[src/rtl/tlvx_pkg.sv]
// ----------------------------------------------------------------------------
// tlvx_pkg: shared types and constants
// Result word layout, register map, parse phases and defaults.
// ----------------------------------------------------------------------------
`default_nettype none

package tlvx_pkg;

  // Configuration register map
  localparam int unsigned CfgIdxW  = 3;
  localparam int unsigned CfgDataW = 32;

  typedef enum logic [CfgIdxW-1:0] {
    REG_MAGIC      = 3'd0,
    REG_MICR_TYPE  = 3'd1,
    REG_PAYEE_TYPE = 3'd2,
    REG_MEMO_TYPE  = 3'd3,
    REG_MICR_LIM   = 3'd4,
    REG_PAYEE_LIM  = 3'd5,
    REG_MEMO_LIM   = 3'd6
  } cfg_reg_e;

  localparam logic [31:0] MagicReset     = 32'h3151_4843;
  localparam logic [7:0]  MicrTypeReset  = 8'd1;
  localparam logic [7:0]  PayeeTypeReset = 8'd2;
  localparam logic [7:0]  MemoTypeReset  = 8'd3;
  localparam logic [7:0]  LimitReset     = 8'd63;

  // Default clip on kept field length and result queue depth
  localparam int unsigned MaxFieldBytesDef = 255;
  localparam int unsigned ResultDepthDef   = 4;

  typedef struct packed {
    logic [31:0] magic_word;
    logic [7:0]  micr_type_code;
    logic [7:0]  payee_type_code;
    logic [7:0]  memo_type_code;
    logic [7:0]  micr_limit;
    logic [7:0]  payee_limit;
    logic [7:0]  memo_limit;
  } cfg_t;

  typedef enum logic [1:0] {
    KIND_BEGIN = 2'd0,
    KIND_BYTE  = 2'd1,
    KIND_DONE  = 2'd2
  } kind_e;

  typedef enum logic [1:0] {
    FIELD_MICR  = 2'd0,
    FIELD_PAYEE = 2'd1,
    FIELD_MEMO  = 2'd2,
    FIELD_NONE  = 2'd3
  } field_e;

  typedef enum logic [2:0] {
    PH_MAGIC   = 3'd0,
    PH_COUNT   = 3'd1,
    PH_HEADER  = 3'd2,
    PH_PAYLOAD = 3'd3,
    PH_TRAIL   = 3'd4,
    PH_BAD     = 3'd5
  } phase_e;

  typedef struct packed {
    kind_e       kind;
    field_e      field_id;
    logic [7:0]  kept_length;
    logic [7:0]  byte_index;
    logic [7:0]  byte_value;
    logic        status;
    logic [31:0] rec_total;
    logic        run_last;
  } result_t;

  // Up to two result words pushed per input byte
  typedef struct packed {
    logic [1:0] n;
    result_t    r0;
    result_t    r1;
  } push_t;

endpackage

`default_nettype wire

[src/rtl/tlvx_cfg_regs.sv]
// ----------------------------------------------------------------------------
// tlvx_cfg_regs: configuration register file
// Seven registers written through a valid/ready port; unknown indexes ignored.
// ----------------------------------------------------------------------------
`default_nettype none

module tlvx_cfg_regs (
  input  wire logic                           clk_i,
  input  wire logic                           rst_ni,
  input  wire logic                           cfg_valid_i,
  output logic                                cfg_ready_o,
  input  wire logic [tlvx_pkg::CfgIdxW-1:0]   cfg_index_i,
  input  wire logic [tlvx_pkg::CfgDataW-1:0]  cfg_data_i,
  output tlvx_pkg::cfg_t                      cfg_o
);

  tlvx_pkg::cfg_t cfg_q, cfg_d;

  assign cfg_ready_o = 1'b1;

  always_comb begin
    cfg_d = cfg_q;
    if (cfg_valid_i) begin
      unique case (cfg_index_i)
        tlvx_pkg::REG_MAGIC:      cfg_d.magic_word      = cfg_data_i[31:0];
        tlvx_pkg::REG_MICR_TYPE:  cfg_d.micr_type_code  = cfg_data_i[7:0];
        tlvx_pkg::REG_PAYEE_TYPE: cfg_d.payee_type_code = cfg_data_i[7:0];
        tlvx_pkg::REG_MEMO_TYPE:  cfg_d.memo_type_code  = cfg_data_i[7:0];
        tlvx_pkg::REG_MICR_LIM:   cfg_d.micr_limit      = cfg_data_i[7:0];
        tlvx_pkg::REG_PAYEE_LIM:  cfg_d.payee_limit     = cfg_data_i[7:0];
        tlvx_pkg::REG_MEMO_LIM:   cfg_d.memo_limit      = cfg_data_i[7:0];
        default: ;
      endcase
    end
  end

  always_ff @(posedge clk_i or negedge rst_ni) begin
    if (!rst_ni) begin
      cfg_q.magic_word      <= tlvx_pkg::MagicReset;
      cfg_q.micr_type_code  <= tlvx_pkg::MicrTypeReset;
      cfg_q.payee_type_code <= tlvx_pkg::PayeeTypeReset;
      cfg_q.memo_type_code  <= tlvx_pkg::MemoTypeReset;
      cfg_q.micr_limit      <= tlvx_pkg::LimitReset;
      cfg_q.payee_limit     <= tlvx_pkg::LimitReset;
      cfg_q.memo_limit      <= tlvx_pkg::LimitReset;
    end else begin
      cfg_q <= cfg_d;
    end
  end

  assign cfg_o = cfg_q;

endmodule

`default_nettype wire

[src/rtl/tlvx_parser.sv]
// ----------------------------------------------------------------------------
// tlvx_parser: byte-wide container parser
// One byte per accept: updates header/payload state, builds up to two words.
// ----------------------------------------------------------------------------
`default_nettype none

module tlvx_parser #(
  parameter int unsigned MaxFieldBytes = tlvx_pkg::MaxFieldBytesDef
) (
  input  wire logic           clk_i,
  input  wire logic           rst_ni,
  input  wire logic           accept_i,
  input  wire logic [7:0]     data_byte_i,
  input  wire logic           final_byte_i,
  input  wire tlvx_pkg::cfg_t cfg_i,
  output tlvx_pkg::push_t     push_o
);

  localparam logic [7:0] MaxKeep = 8'(MaxFieldBytes);

  tlvx_pkg::phase_e phase_q, phase_d;
  tlvx_pkg::field_e active_q, active_d;
  logic [2:0]  hdr_pos_q, hdr_pos_d;
  logic [31:0] rec_left_q, rec_left_d;
  logic [31:0] rec_seen_q, rec_seen_d;
  logic [7:0]  rec_type_q, rec_type_d;
  logic [31:0] len_acc_q, len_acc_d;
  logic [31:0] pay_left_q, pay_left_d;
  logic [7:0]  pay_pos_q, pay_pos_d;
  logic [7:0]  keep_q, keep_d;

  logic [1:0]  pos_m;
  logic [2:0]  pos_h;
  logic [1:0]  lane_h;
  logic [7:0]  lim;
  logic        end_rec;
  logic        fld_vld;
  logic        bad;
  tlvx_pkg::result_t fld_res, done_res;
  tlvx_pkg::push_t   push;

  always_comb begin
    phase_d    = phase_q;
    active_d   = active_q;
    hdr_pos_d  = hdr_pos_q;
    rec_left_d = rec_left_q;
    rec_seen_d = rec_seen_q;
    rec_type_d = rec_type_q;
    len_acc_d  = len_acc_q;
    pay_left_d = pay_left_q;
    pay_pos_d  = pay_pos_q;
    keep_d     = keep_q;
    end_rec    = 1'b0;
    fld_vld    = 1'b0;
    fld_res    = '0;
    lim        = '0;
    bad        = 1'b0;
    done_res   = '0;
    push       = '0;

    pos_m  = (hdr_pos_q > 3'd3) ? 2'd3 : hdr_pos_q[1:0];
    pos_h  = (hdr_pos_q > 3'd4) ? 3'd4 : hdr_pos_q;
    lane_h = 2'(pos_h - 3'd1);

    unique case (phase_q)
      tlvx_pkg::PH_MAGIC: begin
        if (((cfg_i.magic_word >> {pos_m, 3'b000}) & 32'hFF) != 32'(data_byte_i)) begin
          phase_d = tlvx_pkg::PH_BAD;
        end else if (pos_m == 2'd3) begin
          phase_d   = tlvx_pkg::PH_COUNT;
          hdr_pos_d = '0;
          len_acc_d = '0;
        end else begin
          hdr_pos_d = 3'(pos_m) + 3'd1;
        end
      end
      tlvx_pkg::PH_COUNT: begin
        len_acc_d = len_acc_q | (32'(data_byte_i) << {pos_m, 3'b000});
        if (pos_m == 2'd3) begin
          rec_left_d = len_acc_d;
          rec_seen_d = '0;
          end_rec    = 1'b1;
        end else begin
          hdr_pos_d = 3'(pos_m) + 3'd1;
        end
      end
      tlvx_pkg::PH_HEADER: begin
        if (hdr_pos_q == 3'd0) begin
          rec_type_d = data_byte_i;
          len_acc_d  = '0;
          hdr_pos_d  = 3'd1;
        end else begin
          len_acc_d = len_acc_q | (32'(data_byte_i) << {lane_h, 3'b000});
          if (pos_h < 3'd4) begin
            hdr_pos_d = pos_h + 3'd1;
          end else begin
            rec_left_d = rec_left_q - 32'd1;
            rec_seen_d = rec_seen_q + 32'd1;
            pay_left_d = len_acc_d;
            pay_pos_d  = '0;
            // lower field wins where type codes are shared
            if (rec_type_q == cfg_i.micr_type_code) begin
              active_d = tlvx_pkg::FIELD_MICR;
              lim      = cfg_i.micr_limit;
            end else if (rec_type_q == cfg_i.payee_type_code) begin
              active_d = tlvx_pkg::FIELD_PAYEE;
              lim      = cfg_i.payee_limit;
            end else if (rec_type_q == cfg_i.memo_type_code) begin
              active_d = tlvx_pkg::FIELD_MEMO;
              lim      = cfg_i.memo_limit;
            end else begin
              active_d = tlvx_pkg::FIELD_NONE;
            end
            if (lim > MaxKeep) lim = MaxKeep;
            keep_d = (len_acc_d < 32'(lim)) ? len_acc_d[7:0] : lim;
            if (active_d != tlvx_pkg::FIELD_NONE) begin
              fld_vld             = 1'b1;
              fld_res.kind        = tlvx_pkg::KIND_BEGIN;
              fld_res.field_id    = active_d;
              fld_res.kept_length = keep_d;
            end
            if (len_acc_d == '0) begin
              end_rec = 1'b1;
            end else begin
              phase_d   = tlvx_pkg::PH_PAYLOAD;
              hdr_pos_d = '0;
            end
          end
        end
      end
      tlvx_pkg::PH_PAYLOAD: begin
        if (active_q != tlvx_pkg::FIELD_NONE && pay_pos_q < keep_q) begin
          fld_vld            = 1'b1;
          fld_res.kind       = tlvx_pkg::KIND_BYTE;
          fld_res.field_id   = active_q;
          fld_res.byte_index = pay_pos_q;
          fld_res.byte_value = data_byte_i;
          pay_pos_d          = pay_pos_q + 8'd1;
        end
        pay_left_d = pay_left_q - 32'd1;
        if (pay_left_d == '0) end_rec = 1'b1;
      end
      default: ;
    endcase

    // record closed: back to header or to trailing bytes
    if (end_rec) begin
      active_d  = tlvx_pkg::FIELD_NONE;
      pay_pos_d = '0;
      keep_d    = '0;
      hdr_pos_d = '0;
      len_acc_d = '0;
      phase_d   = (rec_left_d != '0) ? tlvx_pkg::PH_HEADER : tlvx_pkg::PH_TRAIL;
    end

    if (final_byte_i) begin
      bad = (phase_d == tlvx_pkg::PH_MAGIC) || (phase_d == tlvx_pkg::PH_COUNT) ||
            (phase_d == tlvx_pkg::PH_BAD);
      done_res.kind      = tlvx_pkg::KIND_DONE;
      done_res.field_id  = tlvx_pkg::FIELD_MICR;
      done_res.status    = bad;
      done_res.rec_total = bad ? '0 : rec_seen_d;
      done_res.run_last  = 1'b1;
      phase_d    = tlvx_pkg::PH_MAGIC;
      hdr_pos_d  = '0;
      rec_left_d = '0;
      rec_seen_d = '0;
      rec_type_d = '0;
      len_acc_d  = '0;
      pay_left_d = '0;
      pay_pos_d  = '0;
      active_d   = tlvx_pkg::FIELD_NONE;
      keep_d     = '0;
    end

    if (accept_i) begin
      if (fld_vld) begin
        push.r0          = fld_res;
        push.r0.run_last = !final_byte_i;
        push.r1          = done_res;
        push.n           = final_byte_i ? 2'd2 : 2'd1;
      end else if (final_byte_i) begin
        push.r0 = done_res;
        push.n  = 2'd1;
      end
    end
  end

  always_ff @(posedge clk_i or negedge rst_ni) begin
    if (!rst_ni) begin
      phase_q    <= tlvx_pkg::PH_MAGIC;
      active_q   <= tlvx_pkg::FIELD_NONE;
      hdr_pos_q  <= '0;
      rec_left_q <= '0;
      rec_seen_q <= '0;
      rec_type_q <= '0;
      len_acc_q  <= '0;
      pay_left_q <= '0;
      pay_pos_q  <= '0;
      keep_q     <= '0;
    end else if (accept_i) begin
      phase_q    <= phase_d;
      active_q   <= active_d;
      hdr_pos_q  <= hdr_pos_d;
      rec_left_q <= rec_left_d;
      rec_seen_q <= rec_seen_d;
      rec_type_q <= rec_type_d;
      len_acc_q  <= len_acc_d;
      pay_left_q <= pay_left_d;
      pay_pos_q  <= pay_pos_d;
      keep_q     <= keep_d;
    end
  end

  assign push_o = push;

`ifndef ASSERT_OFF
  a_done_last : assert property (@(posedge clk_i) disable iff (!rst_ni)
    push.n == 2'd2 |-> push.r1.kind == tlvx_pkg::KIND_DONE && push.r1.run_last &&
                       !push.r0.run_last)
    else $error("two-word push must end in done");

  a_restart : assert property (@(posedge clk_i) disable iff (!rst_ni)
    accept_i && final_byte_i |=> phase_q == tlvx_pkg::PH_MAGIC && rec_seen_q == '0)
    else $error("parser did not restart after final byte");

  a_pay_left : assert property (@(posedge clk_i) disable iff (!rst_ni)
    phase_q == tlvx_pkg::PH_PAYLOAD |-> pay_left_q != '0)
    else $error("payload phase with nothing left");
`endif

endmodule

`default_nettype wire

[src/rtl/tlvx_result_fifo.sv]
// ----------------------------------------------------------------------------
// tlvx_result_fifo: result word queue
// Takes zero to two words per cycle, hands out one unless stalled; stalls input when short.
// ----------------------------------------------------------------------------
`default_nettype none

module tlvx_result_fifo #(
  parameter int unsigned Depth = tlvx_pkg::ResultDepthDef
) (
  input  wire logic            clk_i,
  input  wire logic            rst_ni,
  input  wire tlvx_pkg::push_t push_i,
  output logic                 full_o,
  output logic                 out_valid_o,
  input  wire logic            out_stall_i,
  output tlvx_pkg::result_t    head_o
);

  localparam int unsigned PtrW = (Depth > 1) ? $clog2(Depth) : 1;
  localparam int unsigned CntW = $clog2(Depth + 1);
  localparam logic [PtrW-1:0] LastIdx = PtrW'(Depth - 1);
  localparam logic [CntW-1:0] RoomLim = CntW'(Depth - 2);

  tlvx_pkg::result_t mem_q [Depth];
  logic [PtrW-1:0] wr_ptr_q, wr_ptr_d, rd_ptr_q, rd_ptr_d, wr_ptr2;
  logic [CntW-1:0] count_q, count_d;
  logic            pop;

  function automatic logic [PtrW-1:0] ptr_inc(input logic [PtrW-1:0] p);
    ptr_inc = (p == LastIdx) ? '0 : p + PtrW'(1);
  endfunction

  assign out_valid_o = (count_q != '0);
  assign pop         = out_valid_o && !out_stall_i;
  assign full_o      = (count_q > RoomLim);
  assign head_o      = mem_q[rd_ptr_q];
  assign wr_ptr2     = ptr_inc(wr_ptr_q);

  always_comb begin
    wr_ptr_d = wr_ptr_q;
    if (push_i.n == 2'd1) wr_ptr_d = wr_ptr2;
    if (push_i.n == 2'd2) wr_ptr_d = ptr_inc(wr_ptr2);
    rd_ptr_d = pop ? ptr_inc(rd_ptr_q) : rd_ptr_q;
    count_d  = count_q + CntW'(push_i.n) - CntW'(pop);
  end

  always_ff @(posedge clk_i or negedge rst_ni) begin
    if (!rst_ni) begin
      wr_ptr_q <= '0;
      rd_ptr_q <= '0;
      count_q  <= '0;
    end else begin
      wr_ptr_q <= wr_ptr_d;
      rd_ptr_q <= rd_ptr_d;
      count_q  <= count_d;
    end
  end

  always_ff @(posedge clk_i) begin
    for (int i = 0; i < Depth; i++) begin
      if (push_i.n != 2'd0 && wr_ptr_q == PtrW'(i)) mem_q[i] <= push_i.r0;
      if (push_i.n == 2'd2 && wr_ptr2 == PtrW'(i)) mem_q[i] <= push_i.r1;
    end
  end

`ifndef ASSERT_OFF
  a_cnt_max : assert property (@(posedge clk_i) disable iff (!rst_ni)
    count_q <= CntW'(Depth))
    else $error("result queue count out of range");

  a_no_ovf : assert property (@(posedge clk_i) disable iff (!rst_ni)
    push_i.n != 2'd0 |-> count_q <= RoomLim)
    else $error("push into queue without room for two words");

  a_pop_only : assert property (@(posedge clk_i) disable iff (!rst_ni)
    pop && push_i.n == 2'd0 |=> count_q == $past(count_q) - CntW'(1))
    else $error("queue count did not drop on pop");
`endif

endmodule

`default_nettype wire

[src/rtl/tlv_container_field_extractor.sv]
// ----------------------------------------------------------------------------
// tlv_container_field_extractor: container record parser, top level
// Magic check, record count, TLV headers, field begin/byte and done words.
// ----------------------------------------------------------------------------
// A result word is written into the result queue as its byte is taken and shows
//   on the output from the queue head. Bytes are taken one per cycle while the
//   queue has room; output drains one word per cycle unless stalled, so a byte
//   yielding two words (field word plus done) leaves as two output words.
// The 4-entry result queue sets the input stall: bytes stall when fewer than
//   two entries are free. Reset (async, active low): parse state idle, queue empty, registers default.
// ----------------------------------------------------------------------------
`default_nettype none

module tlv_container_field_extractor #(
  parameter int unsigned MaxFieldBytes = tlvx_pkg::MaxFieldBytesDef,
  parameter int unsigned ResultDepth   = tlvx_pkg::ResultDepthDef
) (
  input  wire logic                           clk_i,
  input  wire logic                           rst_ni,
  // config write port
  input  wire logic                           cfg_valid_i,
  output logic                                cfg_ready_o,
  input  wire logic [tlvx_pkg::CfgIdxW-1:0]   cfg_index_i,
  input  wire logic [tlvx_pkg::CfgDataW-1:0]  cfg_data_i,
  // byte input
  input  wire logic                           in_valid_i,
  output logic                                in_stall_o,
  input  wire logic [7:0]                     data_byte_i,
  input  wire logic                           final_byte_i,
  // result output
  output logic                                out_valid_o,
  input  wire logic                           out_stall_i,
  output logic [1:0]                          kind_o,
  output logic [1:0]                          field_id_o,
  output logic [7:0]                          kept_length_o,
  output logic [7:0]                          byte_index_o,
  output logic [7:0]                          byte_value_o,
  output logic                                status_o,
  output logic [31:0]                         rec_total_o,
  output logic                                run_last_o
);

  tlvx_pkg::cfg_t    cfg;
  tlvx_pkg::push_t   push;
  tlvx_pkg::result_t head;
  logic              q_full;
  logic              in_accept;

  // byte taken whenever the queue has room for a worst-case two words
  assign in_stall_o = q_full;
  assign in_accept  = in_valid_i && !q_full;

  tlvx_cfg_regs u_cfg (
    .clk_i       (clk_i),
    .rst_ni      (rst_ni),
    .cfg_valid_i (cfg_valid_i),
    .cfg_ready_o (cfg_ready_o),
    .cfg_index_i (cfg_index_i),
    .cfg_data_i  (cfg_data_i),
    .cfg_o       (cfg)
  );

  // all per-byte work: state update plus result words, in the cycle the byte is taken
  tlvx_parser #(
    .MaxFieldBytes (MaxFieldBytes)
  ) u_parser (
    .clk_i        (clk_i),
    .rst_ni       (rst_ni),
    .accept_i     (in_accept),
    .data_byte_i  (data_byte_i),
    .final_byte_i (final_byte_i),
    .cfg_i        (cfg),
    .push_o       (push)
  );

  // result queue; decouples input from output stall
  tlvx_result_fifo #(
    .Depth (ResultDepth)
  ) u_fifo (
    .clk_i       (clk_i),
    .rst_ni      (rst_ni),
    .push_i      (push),
    .full_o      (q_full),
    .out_valid_o (out_valid_o),
    .out_stall_i (out_stall_i),
    .head_o      (head)
  );

  assign kind_o        = head.kind;
  assign field_id_o    = head.field_id;
  assign kept_length_o = head.kept_length;
  assign byte_index_o  = head.byte_index;
  assign byte_value_o  = head.byte_value;
  assign status_o      = head.status;
  assign rec_total_o   = head.rec_total;
  assign run_last_o    = head.run_last;

endmodule

`default_nettype wire
[config.mk]
export PLATFORM = sky130hd
export DESIGN_NAME = tlv_container_field_extractor
export DESIGN_NICKNAME = d
export VERILOG_FILES = /design/src/rtl/tlvx_pkg.sv /design/src/rtl/tlvx_cfg_regs.sv /design/src/rtl/tlvx_parser.sv /design/src/rtl/tlvx_result_fifo.sv /design/src/rtl/tlv_container_field_extractor.sv
export SDC_FILE = /design/constraint.sdc
export NUM_CORES = 1
export LEC_CHECK = 0
export BUFFER_PORTS_ARGS = -buffer_cell sky130_fd_sc_hd__buf_4
export CAP_MARGIN = 25
export CORE_MARGIN = 2
export CORE_UTILIZATION = 35
export CTS_CLUSTER_SIZE = 28
export DETAILED_ROUTE_END_ITERATION = 6
export GPL_ROUTABILITY_DRIVEN = 0
export SLEW_MARGIN = 20
export SYNTH_ARGS = -nofsm -noshare
export SYNTH_HDL_FRONTEND = slang
export SYNTH_SLANG_ARGS = --single-unit
[constraint.sdc]
create_clock -name clk_i -period 18.4 [get_ports clk_i]
set_input_delay 1.84 -clock clk_i [delete_from_list [all_inputs] [get_ports clk_i]]
set_output_delay 1.84 -clock clk_i [all_outputs]
set_load 0.01 [all_outputs]
==> flow_metrics.py <==
metrics = {
    "clocking": {
        "cts_tree": "built",
        "numClockSinks": 495,
        "cts_max_level": 2,
        "ctsHoldBuffers": 0,
        "insertion_delay_ns": 0.62,
        "cts_resized": 0,
        "cts_setup_buffers": 0,
        "clk_path_buf_depth": 3,
        "numCtsBuffers": 54,
        "clock-root-buffer": "clkbuf_16",
        "clk_pin_slew_ns": 0.06,
    },
    "floorplan": {
        "dieArea_um2": 76720,
        "core_um2": 74070,
        "initial_utilization_pct": 35.21,
        "dieHeight_um": 277.0,
        "pin_count": 114,
        "fp.dieW_um": 277.0,
        "rows": 100,
    },
    "sta": {
        "fin_crit_sh_pct": 28.21,
        "layout_min_cycle_time_ns": 5.191,
        "worstMarginPinSlew_ns": 1.269,
        "hold_violations": 0,
        "finalSetupViolCount": 0,
        "rsz0062_at_grt": "no",
        "max_clock_freq_mhz": 192.6,
        "drv_slew": 0,
        "tns_ns": 0,
        "maxSlewHeadroom_pct": 14.62,
        "skew_ns": 0.02864,
    },
    "detailed_routing": {
        "wl_um": 77760,
        "detail_route.wl_per_cell_um": 22.40,
        "first_pass_iters": 6,
        "num_vias": 20601,
        "drcViolationCount": 0,
        "drt_iter0_drc": 2164,
        "viasPerCell": 5.933,
        "ant_nets": 0,
    },
    "synth": {
        "synth-edff-count": 221,
        "async_flop_share_pct": 49.90,
        "netlist_top_cells_area": "edfxtp_1 (25%), dfrtp_1 (20%), mux4_2 (5.4%)",
        "yosysTopAreaCellShare_pct": 25.44,
        "syn_area_per_cell_um2": 10.74,
        "synthFlopType": "edfxtp_1",
        "synth.net_count": 2513,
        "synth_cell_types": 94,
        "synth-seq-area-share_pct": 51.38,
        "ys_warn_count": 0,
        "netlist_area_um2": 26080,
        "synthCells": 2428,
        "yosysTopAreaCell": "edfxtp_1",
        "ys_ff_latch": 495,
    },
    "pwr": {
        "peakVddDrop_mv": 0.09587,
        "power_density_nw_per_um2": 149.6,
        "static-leakage-power_nw": 11.13,
    },
    "layout": {
        "drive_gt1_share_pct": 19.10,
        "areaGrowthSynthToFinish_pct": 13.92,
        "antennaDiodeCount": 0,
        "fin_nets": 2542,
        "layout.cells.non_filler": 3472,
        "fillers": 7083,
    },
    "critical_path": {
        "path_cells": "xor2_1 > nor4_1 > and2_1 > nor3_1 > nand2b_1 > nand2_1 > ha_1 > nand2_1 > inv_1 > ha_1 > and2_1 > nor3_1 > o21ai_4 > nor2_1",
        "startpoint_type": "flop",
        "cp_data_required_time_ns": 18.73,
        "reg2reg_depth": 14,
        "critPathArrivalTime_ns": 5.52,
        "rr_startpoint": "u_parser.rec_type_q[5]$_DFFE_PN0P_",
        "worst_r2r_endpoint": "u_fifo.mem_q[0][27]$_DFFE_PP_",
        "path_buf_inv": 1,
        "worstSetupPathType": "flop to flop",
        "cpLargestDelayFamily": "simple AND/OR/NAND/NOR gates",
        "r2r_slack_ns": 13.21,
        "path_max_fanout": 30,
        "slowest_stage": "o21ai_4",
        "cp_slowest_stage_delay_ns": 0.86,
        "endpoint_kind": "flop",
    },
    "min_path": {
        "hold_class": "flop to flop",
        "worst_hold_path.endpoint": "u_fifo.mem_q[2][55]$_SDFFE_PP0P_",
        "holdCritStartpoint": "u_fifo.mem_q[2][55]$_SDFFE_PP0P_",
        "holdPathStages": 2,
    },
    "run_status": {
        "run_status": "finished, final reports clean",
    },
    "grt": {
        "antenna_found_initial": 0,
        "gr-total-overflow": 0,
        "grt_max_degree": 114,
        "track_usage_pct": 19.91,
        "grt_pass1_vias": 20414,
        "grt_pass1_wl_um": 121400,
    },
    "placed_design": {
        "place_inst": 3368,
        "numPortBuffers": 112,
        "hpwlAfterDp_um": 51680,
    },
    "run": {
        "cap_violations": 0,
    },
}
-- worst max path at each step --
stage / cells past startpoint / start / slack [ns] / endpoint
2_1_floorplan: 6 / in_valid_i / 10.42 / u_fifo.mem_q[1][0]$_DFFE_PP_
3_5_place_dp: 8 / final_byte_i / 13.21 / u_fifo.mem_q[3][10]$_DFFE_PP_
6_report: 14 / u_parser.rec_type_q[5]$_DFFE_PN0P_ / 13.21 / u_fifo.mem_q[0][27]$_DFFE_PP_
3_3_place_gp: 8 / final_byte_i / 13.30 / u_fifo.mem_q[3][13]$_DFFE_PP_
5_1_grt: 14 / u_parser.rec_type_q[1]$_DFFE_PN0P_ / 12.92 / u_fifo.mem_q[0][11]$_DFFE_PP_
4_1_cts: 13 / u_parser.rec_type_q[5]$_DFFE_PN0P_ / 13.30 / u_fifo.mem_q[3][5]$_DFFE_PP_
-- cell usage after synthesis, types with 49 or more instances --
master    number
o21ai_0      149
mux4_2        62
edfxtp_1     221
and2_1        60
a22o_1        58
a21oi_1      105
nand2_1      178
mux2_2       100
inv_1         50
nor2_1       269
dfrtp_1      212
nand3_1       49
clkbuf_1     144
nor3_1        93
-- logic make-up (layout without fill, tap and decap cells) --
| logic type | Yosys count | in the layout | share of synthesized area [%] |
|---|---|---|---|
| AND/OR/NAND/NOR | 891 | 891 | 17.29 |
| AO/OA/AOI/OAI | 563 | 563 | 14.71 |
| flip-flops | 495 | 495 | 51.38 |
| buffers and inverters | 231 | 306 | 3.459 |
| multiplexers | 170 | 170 | 9.978 |
| XOR/XNOR | 41 | 41 | 1.406 |
| adder cells (fa/ha/maj) | 36 | 36 | 1.756 |
| other | 1 | 1 | 0.01438 |
-- registers in the layout, indices dropped and copies added, names as in the netlist --
name and flops:
u_parser.len_acc_q 32, u_parser.pay_left_q 32, u_fifo.count_q 3, u_parser.rec_type_q 8, u_fifo.mem_q 248, u_parser.active_q 2, u_cfg.cfg_o 80, u_parser.rec_left_q 32
u_parser.keep_q 8, u_parser.rec_seen_q 32, u_parser.pay_pos_q 8, u_parser.phase_q 3, u_fifo.rd_ptr_q 2, u_fifo.wr_ptr_q 2, u_parser.hdr_pos_q 3
-- worst reg2reg max path: cells and delay by family, from the launching register on --
| family | cells | cell delay, ns |
|---|---|---|
| AO/OA/AOI/OAI | 1 | 0.86 |
| XOR/XNOR | 1 | 0.18 |
| adder cells (fa/ha/maj) | 2 | 0.69 |
| buffers and inverters | 1 | 0.11 |
| flip-flops | 1 | 0.47 |
| AND/OR/NAND/NOR | 9 | 2.58 |
-- cell usage in the layout (no fill, tap or decap), types with 47 or more instances in the layout --
| cell | Yosys | routed |
|---|---|---|
| inv_1 | 50 | 50 |
| o21ai_0 | 149 | 145 |
| nand2_1 | 178 | 177 |
| nand3_1 | 49 | 49 |
| a21oi_1 | 105 | 104 |
| dfrtp_1 | 212 | 210 |
| edfxtp_1 | 221 | 221 |
| a22o_1 | 58 | 58 |
| clkbuf_16 | 0 | 55 |
| mux4_2 | 62 | 62 |
| and2_1 | 60 | 61 |
| nor4_1 | 47 | 47 |
| nor2_1 | 269 | 267 |
| mux2_2 | 100 | 100 |
| nor3_1 | 93 | 92 |
| buf_4 | 3 | 149 |
-- per-layer routing --
metal	part of all wire, %	global-route usage (%)	wire length, um	up-vias
met5	0	0	0	-
met2	47	32.51	36750	994
met1	43	27.38	33220	10247
met3	7.1	2.877	5498	164
met4	3.0	6.215	2295	0
li1	-	-	-	9196
-- final cells by class --
type,instances,area (um^2),share of cell area (%)
well taps,969,1212,4.080
repair buffers,154,1175,3.954
inverters,50,187.7,0.6316
multi-input cells,1702,11900,40.06
flip-flops and latches,495,13410,45.12
clock inverters,21,304.0,1.023
clock buffers,81,1524,5.129
-- through the flow --
step / util, % / setup slack [ns] / power [mW] / hold WS, ns / area (um^2)
after global routing: 40.11 / 12.92 / 4.671 / 0.4870 / 29710
after CTS: 40.07 / 13.30 / 4.438 / 0.4550 / 29680
final: 40.11 / 13.21 / 4.444 / 0.4485 / 29710
after floorplan: - / 10.42 / 2.694 / 0.4198 / 26080
after detailed placement: 37.60 / 13.21 / 3.300 / 0.4405 / 27850
after global placement: 37.58 / 13.30 / 3.267 / 0.4286 / 27840
-- power breakdown --
| group | switching (mW) | internal (mW) |
|---|---|---|
| combinational | 1.14 | 0.695 |
| sequential | 0.176 | 1.31 |
| clock | 0.459 | 0.672 |
Note: power is estimated with default switching activity, not from simulation.
